--- src/design/iira_pkg.sv ---
`timescale 1ns / 1ps
// ----------------------------------------------------------------------------
// Indexed insert/remove array - shared definitions
// Sizes, field widths, status codes and the per-cell control word.
// ----------------------------------------------------------------------------
package iira_pkg;

  localparam int unsigned DEPTH       = 16;
  localparam int unsigned WORD_W      = 32;
  localparam int unsigned INDEX_W     = 5;
  localparam int unsigned STATUS_W    = 2;
  localparam int unsigned COUNT_OUT_W = 5;

  // Fill count holds 0 to DEPTH; comparisons run at the wider of count and index.
  localparam int unsigned CNT_W  = $clog2(DEPTH + 1);
  localparam int unsigned CMP_W  = (CNT_W > INDEX_W) ? CNT_W : INDEX_W;

  // Maximum tree: levels and padded leaf count.
  localparam int unsigned LVLS   = $clog2(DEPTH);
  localparam int unsigned LEAVES = 1 << LVLS;

  localparam int unsigned IN_DATA_W  = 40;
  localparam int unsigned OUT_DATA_W = 40;

  localparam logic MODE_INSERT = 1'b0;
  localparam logic MODE_REMOVE = 1'b1;

  localparam logic [STATUS_W-1:0] STATUS_OK    = 2'd0;
  localparam logic [STATUS_W-1:0] STATUS_RANGE = 2'd1;
  localparam logic [STATUS_W-1:0] STATUS_FULL  = 2'd2;
  localparam logic [STATUS_W-1:0] STATUS_EMPTY = 2'd3;

  // What a cell loads at the next edge.
  typedef enum logic [1:0] {
    SEL_HOLD,
    SEL_LOAD,
    SEL_LOWER,
    SEL_UPPER
  } iira_sel_e;

  typedef struct packed {
    iira_sel_e         sel;
    logic [WORD_W-1:0] word;
  } iira_cell_ctrl_t;

endpackage

--- src/design/iira_cell.sv ---
`timescale 1ns / 1ps
// ----------------------------------------------------------------------------
// Indexed insert/remove array - storage cell
// Holds one entry; loads the new word or takes its lower or upper neighbour.
// ----------------------------------------------------------------------------
module iira_cell (
  input  logic                                clk_i,
  input  iira_pkg::iira_cell_ctrl_t           ctrl_i,
  input  logic [iira_pkg::WORD_W-1:0]         lower_i,
  input  logic [iira_pkg::WORD_W-1:0]         upper_i,
  output logic [iira_pkg::WORD_W-1:0]         entry_o
);

  logic [iira_pkg::WORD_W-1:0] entry_q, entry_d;

  always_comb begin
    unique case (ctrl_i.sel)
      iira_pkg::SEL_HOLD:  entry_d = entry_q;
      iira_pkg::SEL_LOAD:  entry_d = ctrl_i.word;
      iira_pkg::SEL_LOWER: entry_d = lower_i;
      iira_pkg::SEL_UPPER: entry_d = upper_i;
      default:             entry_d = entry_q;
    endcase
  end

  // Payload only: contents are undefined until written.
  always_ff @(posedge clk_i) begin
    entry_q <= entry_d;
  end

  assign entry_o = entry_q;

endmodule

--- src/design/iira_max_tree.sv ---
`timescale 1ns / 1ps
// ----------------------------------------------------------------------------
// Indexed insert/remove array - maximum tree
// Registered binary tree giving the largest valid leaf, one level per cycle.
// ----------------------------------------------------------------------------
module iira_max_tree (
  input  logic                                           clk_i,
  input  logic                                           rst_ni,
  input  logic [iira_pkg::DEPTH-1:0]                     leaf_valid_i,
  input  logic [iira_pkg::DEPTH-1:0][iira_pkg::WORD_W-1:0] leaf_word_i,
  output logic                                           root_valid_o,
  output logic [iira_pkg::WORD_W-1:0]                    root_word_o
);

  localparam int unsigned LEAVES = iira_pkg::LEAVES;
  localparam int unsigned WORD_W = iira_pkg::WORD_W;

  logic              leaf_v [LEAVES];
  logic [WORD_W-1:0] leaf_w [LEAVES];

  // Heap layout: node k has children 2k and 2k+1; the root is node 1.
  logic              node_v_q [1:LEAVES-1];
  logic [WORD_W-1:0] node_w_q [1:LEAVES-1];

  for (genvar j = 0; j < LEAVES; j++) begin : g_leaf
    if (j < iira_pkg::DEPTH) begin : g_real
      assign leaf_v[j] = leaf_valid_i[j];
      assign leaf_w[j] = leaf_word_i[j];
    end else begin : g_pad
      assign leaf_v[j] = 1'b0;
      assign leaf_w[j] = '0;
    end
  end

  for (genvar k = 1; k < LEAVES; k++) begin : g_node
    logic              a_v, b_v;
    logic [WORD_W-1:0] a_w, b_w;
    logic              take_a;

    if (2 * k >= LEAVES) begin : g_from_leaf
      assign a_v = leaf_v[2*k-LEAVES];
      assign a_w = leaf_w[2*k-LEAVES];
      assign b_v = leaf_v[2*k+1-LEAVES];
      assign b_w = leaf_w[2*k+1-LEAVES];
    end else begin : g_from_node
      assign a_v = node_v_q[2*k];
      assign a_w = node_w_q[2*k];
      assign b_v = node_v_q[2*k+1];
      assign b_w = node_w_q[2*k+1];
    end

    assign take_a = a_v && (!b_v || ($signed(a_w) >= $signed(b_w)));

    always_ff @(posedge clk_i or negedge rst_ni) begin
      if (!rst_ni) begin
        node_v_q[k] <= 1'b0;
      end else begin
        node_v_q[k] <= a_v | b_v;
      end
    end

    always_ff @(posedge clk_i) begin
      node_w_q[k] <= take_a ? a_w : b_w;
    end
  end

  assign root_valid_o = node_v_q[1];
  assign root_word_o  = node_w_q[1];

endmodule

--- src/design/indexed_insert_remove_array_top.sv ---
`timescale 1ns / 1ps
// ----------------------------------------------------------------------------
// Indexed insert/remove array - top level
// Ordered array of signed words with insert-at-index and remove-at-index.
// ----------------------------------------------------------------------------
// Each input transfer either inserts a word at a position (later entries move
// up by one place) or removes the entry at a position (later entries move down
// by one place); every transfer yields exactly one result carrying the status,
// the fill count and the largest stored word. The entries live in a row of
// cells that all shift in the same cycle. The largest word comes from a
// registered tree over the cells, one level per cycle; an item passes
// through the accepting edge, $clog2(DEPTH) tree levels and the load of the
// output register, which waits while an earlier result is still untaken. The
// input is ready again as soon as the result sits in the output register,
// even if it has not yet been taken. A failed request (bad position, insert
// into a full array, remove from an empty one) leaves the contents untouched
// and reports the error in the status field.
// ----------------------------------------------------------------------------
module indexed_insert_remove_array_top (
  input  logic                                clk_i,
  input  logic                                rst_ni,
  input  logic                                s_axis_tvalid,
  output logic                                s_axis_tready,
  // [4:0] index, [36:5] value, [39:37] zero
  input  logic [iira_pkg::IN_DATA_W-1:0]      s_axis_tdata,
  // [0] mode
  input  logic                                s_axis_tuser,
  output logic                                m_axis_tvalid,
  input  logic                                m_axis_tready,
  // [1:0] status, [6:2] count, [38:7] max_value, [39] max_valid
  output logic [iira_pkg::OUT_DATA_W-1:0]     m_axis_tdata
);

  localparam int unsigned DEPTH  = iira_pkg::DEPTH;
  localparam int unsigned WORD_W = iira_pkg::WORD_W;
  localparam int unsigned CNT_W  = iira_pkg::CNT_W;
  localparam int unsigned CMP_W  = iira_pkg::CMP_W;
  localparam int unsigned LVLS   = iira_pkg::LVLS;
  localparam int unsigned WAIT_W = $clog2(LVLS + 1);

  // Controller states.
  localparam logic ST_IDLE = 1'b0;
  localparam logic ST_CALC = 1'b1;

  logic state_q, state_d;
  logic [WAIT_W-1:0] wait_q, wait_d;
  logic [CNT_W-1:0] count_q, count_d;
  logic [iira_pkg::STATUS_W-1:0] status_q, status_d;

  logic out_valid_q, out_valid_d;
  logic [iira_pkg::OUT_DATA_W-1:0] out_data_q;

  // Unpack the input transfer.
  logic                        in_mode;
  logic [iira_pkg::INDEX_W-1:0] in_index;
  logic [WORD_W-1:0]           in_value;

  assign in_mode  = s_axis_tuser;
  assign in_index = s_axis_tdata[iira_pkg::INDEX_W-1:0];
  assign in_value = s_axis_tdata[iira_pkg::INDEX_W +: WORD_W];

  logic accept;
  assign s_axis_tready = (state_q == ST_IDLE);
  assign accept        = s_axis_tvalid && s_axis_tready;

  // Request check. A bad position on insert wins over a full array; on remove
  // the empty check comes first.
  logic [CMP_W-1:0] pos_ext, cnt_ext;
  logic [iira_pkg::STATUS_W-1:0] req_status;

  assign pos_ext = CMP_W'(in_index);
  assign cnt_ext = CMP_W'(count_q);

  always_comb begin
    req_status = iira_pkg::STATUS_OK;
    if (in_mode == iira_pkg::MODE_INSERT) begin
      if (pos_ext > cnt_ext) begin
        req_status = iira_pkg::STATUS_RANGE;
      end else if (count_q == CNT_W'(DEPTH)) begin
        req_status = iira_pkg::STATUS_FULL;
      end
    end else begin
      if (count_q == '0) begin
        req_status = iira_pkg::STATUS_EMPTY;
      end else if (pos_ext >= cnt_ext) begin
        req_status = iira_pkg::STATUS_RANGE;
      end
    end
  end

  logic do_insert, do_remove;
  assign do_insert = accept && (req_status == iira_pkg::STATUS_OK) &&
                     (in_mode == iira_pkg::MODE_INSERT);
  assign do_remove = accept && (req_status == iira_pkg::STATUS_OK) &&
                     (in_mode == iira_pkg::MODE_REMOVE);

  // Cell controls: on insert, cells above the position take their lower
  // neighbour and the cell at the position loads the word; on remove, cells
  // from the position up to the one below the top take their upper neighbour.
  iira_pkg::iira_cell_ctrl_t ctrl [DEPTH];
  logic [DEPTH-1:0][WORD_W-1:0] entries;
  logic [DEPTH-1:0] leaf_valid;

  always_comb begin
    for (int i = 0; i < DEPTH; i++) begin
      ctrl[i].word = in_value;
      ctrl[i].sel  = iira_pkg::SEL_HOLD;
      if (do_insert) begin
        if (CMP_W'(i) > pos_ext) begin
          ctrl[i].sel = iira_pkg::SEL_LOWER;
        end else if (CMP_W'(i) == pos_ext) begin
          ctrl[i].sel = iira_pkg::SEL_LOAD;
        end
      end else if (do_remove) begin
        if ((CMP_W'(i) >= pos_ext) && (i < DEPTH - 1)) begin
          ctrl[i].sel = iira_pkg::SEL_UPPER;
        end
      end
      leaf_valid[i] = (CMP_W'(i) < cnt_ext);
    end
  end

  for (genvar i = 0; i < DEPTH; i++) begin : g_cell
    logic [WORD_W-1:0] lower, upper;
    if (i == 0) begin : g_bottom
      assign lower = '0;
    end else begin : g_lower
      assign lower = entries[i-1];
    end
    if (i == DEPTH - 1) begin : g_top
      assign upper = '0;
    end else begin : g_upper
      assign upper = entries[i+1];
    end

    iira_cell u_cell (
      .clk_i   (clk_i),
      .ctrl_i  (ctrl[i]),
      .lower_i (lower),
      .upper_i (upper),
      .entry_o (entries[i])
    );
  end

  logic              root_valid;
  logic [WORD_W-1:0] root_word;

  iira_max_tree u_max_tree (
    .clk_i        (clk_i),
    .rst_ni       (rst_ni),
    .leaf_valid_i (leaf_valid),
    .leaf_word_i  (entries),
    .root_valid_o (root_valid),
    .root_word_o  (root_word)
  );

  // The tree root reflects the new contents once every level has been refreshed.
  logic calc_done, load_out;
  assign calc_done = (wait_q == WAIT_W'(LVLS));
  assign load_out  = (state_q == ST_CALC) && calc_done &&
                     (!out_valid_q || m_axis_tready);

  always_comb begin
    state_d  = state_q;
    wait_d   = wait_q;
    count_d  = count_q;
    status_d = status_q;
    unique case (state_q)
      ST_IDLE: begin
        if (accept) begin
          state_d  = ST_CALC;
          wait_d   = '0;
          status_d = req_status;
          if (do_insert) begin
            count_d = count_q + 1'b1;
          end else if (do_remove) begin
            count_d = count_q - 1'b1;
          end
        end
      end
      ST_CALC: begin
        if (!calc_done) begin
          wait_d = wait_q + 1'b1;
        end
        if (load_out) begin
          state_d = ST_IDLE;
        end
      end
      default: state_d = ST_IDLE;
    endcase
  end

  // Output register: result fields packed from the lowest bit up.
  logic [CMP_W-1:0]              count_wide;
  logic [iira_pkg::OUT_DATA_W-1:0] result;
  assign count_wide = CMP_W'(count_q);
  assign result = {root_valid,
                   (root_valid ? root_word : {WORD_W{1'b0}}),
                   count_wide[iira_pkg::COUNT_OUT_W-1:0],
                   status_q};

  always_comb begin
    out_valid_d = out_valid_q;
    if (load_out) begin
      out_valid_d = 1'b1;
    end else if (m_axis_tready) begin
      out_valid_d = 1'b0;
    end
  end

  always_ff @(posedge clk_i or negedge rst_ni) begin
    if (!rst_ni) begin
      state_q     <= ST_IDLE;
      wait_q      <= '0;
      count_q     <= '0;
      status_q    <= iira_pkg::STATUS_OK;
      out_valid_q <= 1'b0;
    end else begin
      state_q     <= state_d;
      wait_q      <= wait_d;
      count_q     <= count_d;
      status_q    <= status_d;
      out_valid_q <= out_valid_d;
    end
  end

  always_ff @(posedge clk_i) begin
    if (load_out) begin
      out_data_q <= result;
    end
  end

  assign m_axis_tvalid = out_valid_q;
  assign m_axis_tdata  = out_data_q;

  // The fill count never passes the capacity.
  a_count_bound: assert property (@(posedge clk_i) disable iff (!rst_ni)
    count_q <= CNT_W'(DEPTH))
    else $error("fill count above capacity");

  // A remove from an empty array is reported as such.
  a_empty_status: assert property (@(posedge clk_i) disable iff (!rst_ni)
    (accept && (in_mode == iira_pkg::MODE_REMOVE) && (count_q == '0))
    |=> (status_q == iira_pkg::STATUS_EMPTY))
    else $error("remove from empty array not flagged");

  // A successful insert grows the count by exactly one.
  a_insert_count: assert property (@(posedge clk_i) disable iff (!rst_ni)
    do_insert |=> (count_q == CNT_W'($past(count_q) + 1'b1)))
    else $error("insert did not advance fill count");

  // When the result is captured the tree has caught up with the contents.
  a_tree_settled: assert property (@(posedge clk_i) disable iff (!rst_ni)
    load_out |-> (root_valid == (count_q != '0)))
    else $error("maximum tree not settled at result capture");

endmodule

--- config.mk ---
export PLATFORM = sky130hd
export DESIGN_NAME = indexed_insert_remove_array_top
export DESIGN_NICKNAME = d
export VERILOG_FILES = /design/src/design/iira_pkg.sv /design/src/design/iira_cell.sv /design/src/design/iira_max_tree.sv /design/src/design/indexed_insert_remove_array_top.sv
export SDC_FILE = /design/constraint.sdc
export NUM_CORES = 2
export LEC_CHECK = 0
export BUFFER_PORTS_ARGS = -buffer_cell sky130_fd_sc_hd__clkbuf_2
export CORE_MARGIN = 1
export CORE_UTILIZATION = 30
export DETAILED_ROUTE_END_ITERATION = 10
export PLACE_DENSITY = 0.48
export SLEW_MARGIN = 20
export SYNTH_ARGS = -nofsm -noshare
export SYNTH_HDL_FRONTEND = slang
export SYNTH_SLANG_ARGS = --single-unit
--- constraint.sdc ---
create_clock -name clk_i -period 5.5 [get_ports clk_i]
set_input_delay 0.55 -clock clk_i [delete_from_list [all_inputs] [get_ports clk_i]]
set_output_delay 0.55 -clock clk_i [all_outputs]
set_load 0.005 [all_outputs]
==> reports/qor.yml <==
path_class: "flop to flop"
synthesis.nets: 5968
drt_iter0_drc: 3449
ys.flop_type: "edfxtp_1"
synthXorXnorAreaFrac_pct: 0.0929
synthCells: 5432
max_slew_margin_pct: 28.3
clkSinkCount: 1059
fp.dieH_microns: 436
root_buffer: "clkbuf_16"
wire_per_inst_microns: 22.2
crit_fanout: 17
synth_area_sq_mm: 0.0566
synth_adder_area_share_pct: 10.9
setup_viol: 0
ir_drop_uv: 327
end_kind: "flop"
grt_pass1_vias: 41600
dp_hpwl_microns: 135000
postCtsSetupRepairBufs: 0
fp-row-count: 159
synth_compound_area_share_pct: 14.0
grt_overflow: 0
setup-tns-final_ns: 0
fmax_mhz: 233
crit_family: "compound AO/OA/AOI/OAI gates"
p_leak_nw: 26.4
globalplace.congestion: 0.864
drc: 2
ys_ff_latch: 1059
max_cap_violations: 0
first_pass_iters: 10
nFillCells: 18800
outcome: "complete, but fails checks"
drive_gt1_share_pct: 16.7
vias_per_cell: 5.12
finalClockSkew_ns: 0.0308
worst_slew_pin_slew_ns: 1.08
report.final.slew_viol_count: 0
ys_top_cells_by_area: "edfxtp_1, dfxtp_1, ha_1"
portBuffers: 83
yosys.area_share.simple_pct: 9.73
cts_resized: 0
hold_viol_final: 0
rsz0062_at_grt: "false"
final_cells: 8026
h-tree-depth: 4
wl_microns: 178000
dieArea_sq_mm: 0.190
dp_cells: 7776
grt_max_degree: 66
arrival_ns: 4.82
placeableCoreArea_sq_mm: 0.188
ys_async_sr_fraction_pct: 2.55
critPathMostFrequentCell: "a21oi_1"
multiInputGateArea_sq_mm: 0.0265
start_util_pct: 30.2
vias: 41100
ys_seq_area_share_pct: 47.5
ant_nets: 0
max_stage_delay_ns: 0.95
synth_top_family_by_area: "compound AO/OA/AOI/OAI gates"
ioPinCount: 87
worstPathRequired_ns: 6.03
cts_tree: "yes"
clock_latency_ns: 0.81
grt_pass1_wl_microns: 267000
hold_path_class: "input pin to flop"
synth_mux_area_share_pct: 11.5
period_share_pct: 78.1
regArea_sq_mm: 0.0269
synth_edf_count: 552
ys_warn_count: 0
grt_use_total_pct: 18.4
worst-path-buf-inv: 2
slowest_stage: "a2111oi_4"
area_growth_pct: 13.3
violations: "DRC"
power_density_mw_per_mm2: 450
antenna_found_initial: 7
fin_nets: 5951
cp_cell_sequence: "inv_1 > ha_1 > and4_4 > a21oi_1 > o21ai_1 > a2111oi_4 > o31a_2 > buf_12 > mux2i_1 > a21oi_1"
yosysTopAreaCellShare_pct: 29.3
yosysTopAreaCell: "edfxtp_1"
synth.distinct_cells: 82
die_w_microns: 436
avgSynthCellArea_sq_um: 10.4
cts_buffers: 130
start_kind: "flop"
path_clk_slew_ns: 0.06
period_needed_ns: 4.29
cts_buffer_depth: 3
## final timing paths
kind | from | endpoint | slack [ns] | depth (start not counted)
max | cnt_ext[2] | g_cell[12].u_cell.entry_o[8] | 1.21 | 10
min | s_axis_tvalid | wait_q[2] | 0.1 | 3
max reg2reg | cnt_ext[2] | g_cell[12].u_cell.entry_o[8] | 1.21 | 10
min reg2reg | u_max_tree.g_node[6].a_v | u_max_tree.g_node[3].a_v | 0.46 | 1
max in group asynchronous | rst_ni | u_max_tree.g_node[2].a_v | 4.57 | 3
min in group asynchronous | rst_ni | u_max_tree.g_node[3].b_v | 0.38 | 3
## state kept, by name, indices dropped and copies added (netlist names)
register	count
g_cell.u_cell.entry_o	512
u_max_tree.node_w_q	480
m_axis_tdata	40
u_max_tree.g_node.a_v	7
u_max_tree.g_node.b_v	7
cnt_ext	5
wait_q	3
status_q	2
m_axis_tvalid	1
state_q	1
u_max_tree.root_valid_o	1
## layer usage
metal	global-route usage, %	wire length (microns)	share of wire (%)	vias up
met2	31.2	85900	48	976
met4	6.19	5110	2.9	2
met1	24.0	80000	45	20200
li1	-	-	-	19700
met3	2.40	7420	4.2	257
met5	0	12	0.0067	-
## repair_timing
action	in CTS	in global routing
endpoints found under the setup margin	0	0
hold buffers	2	0
endpoints found under the hold margin	28	0
## worst min-delay path: cells and delay by family
kind                   cells  cell delay (ns)
buffers and inverters      1             0.14
and+or+nand+nor            1             0.12
AOI/OAI and AO/OA          1             0.06
## report_power, final
part	internal, W	switching [W]	total [W]
registers	0.0101	0.00106	0.0111
logic	0.00388	0.00536	0.00924
clock network	0.00484	0.00362	0.00846
total	0.0188	0.0100	0.0288
## final cells by class
type | count | share of cell area, %
antenna | 6 | 0.0234
clock buffer | 191 | 5.73
clock inverter | 51 | 0.793
inverter | 585 | 3.43
multi-input combinational | 3462 | 41.3
sequential | 1059 | 41.9
tap | 2495 | 4.87
timing repair buffer | 177 | 1.89
## synthesized netlist by cell type, types with 120 or more instances
master	instances
inv_1	583
a21oi_1	335
mux2_2	470
o21ai_0	131
a22oi_1	162
edfxtp_1	552
nor2_1	305
nand2_1	581
dfxtp_1	480
ha_1	491
nand4_1	120
clkbuf_1	182
## cells by family after synthesis
logic type | Yosys count
simple gates | 1244
compound gates | 1138
flops | 1059
buf+inv | 911
mux | 583
fa+ha+maj | 491
xor+xnor | 6
## cell usage in the layout (no fill, tap or decap), types with 18 or more instances in the layout
cell type	n
inv_1	582
nand2_1	580
edfxtp_1	552
ha_1	491
dfxtp_1	480
mux2_2	470
a21oi_1	328
nor2_1	295
a22oi_1	162
clkbuf_16	133
o21ai_0	131
nand4_1	120
buf_4	87
clkbuf_2	82
mux2i_1	69
a221o_1	66
a222oi_1	64
a21o_1	56
nor3_1	48
o211ai_1	48
clkbuf_1	45
mux2_1	44
a31oi_1	42
nand3_1	40
and2_1	36
a2bb2oi_1	34
o22ai_1	33
a311o_1	32
dfrtp_1	26
clkinv_2	21
a211oi_1	18
## stage by stage
step                worst slack, ns  total power [W]  utilization, %  instance area, sq um  hold WS [ns]
floorplan                     0.677           0.0170               -                 56600         0.254
global placement               1.29           0.0203            31.9                 59800         0.450
detailed placement             1.24           0.0204            31.9                 59900         0.452
CTS                            1.27           0.0290            34.1                 64100        0.0555
global route                  0.996           0.0303            34.1                 64100        0.0995
finish                         1.21           0.0288            34.2                 64100        0.0968
Power figures use the tool's default switching activity.
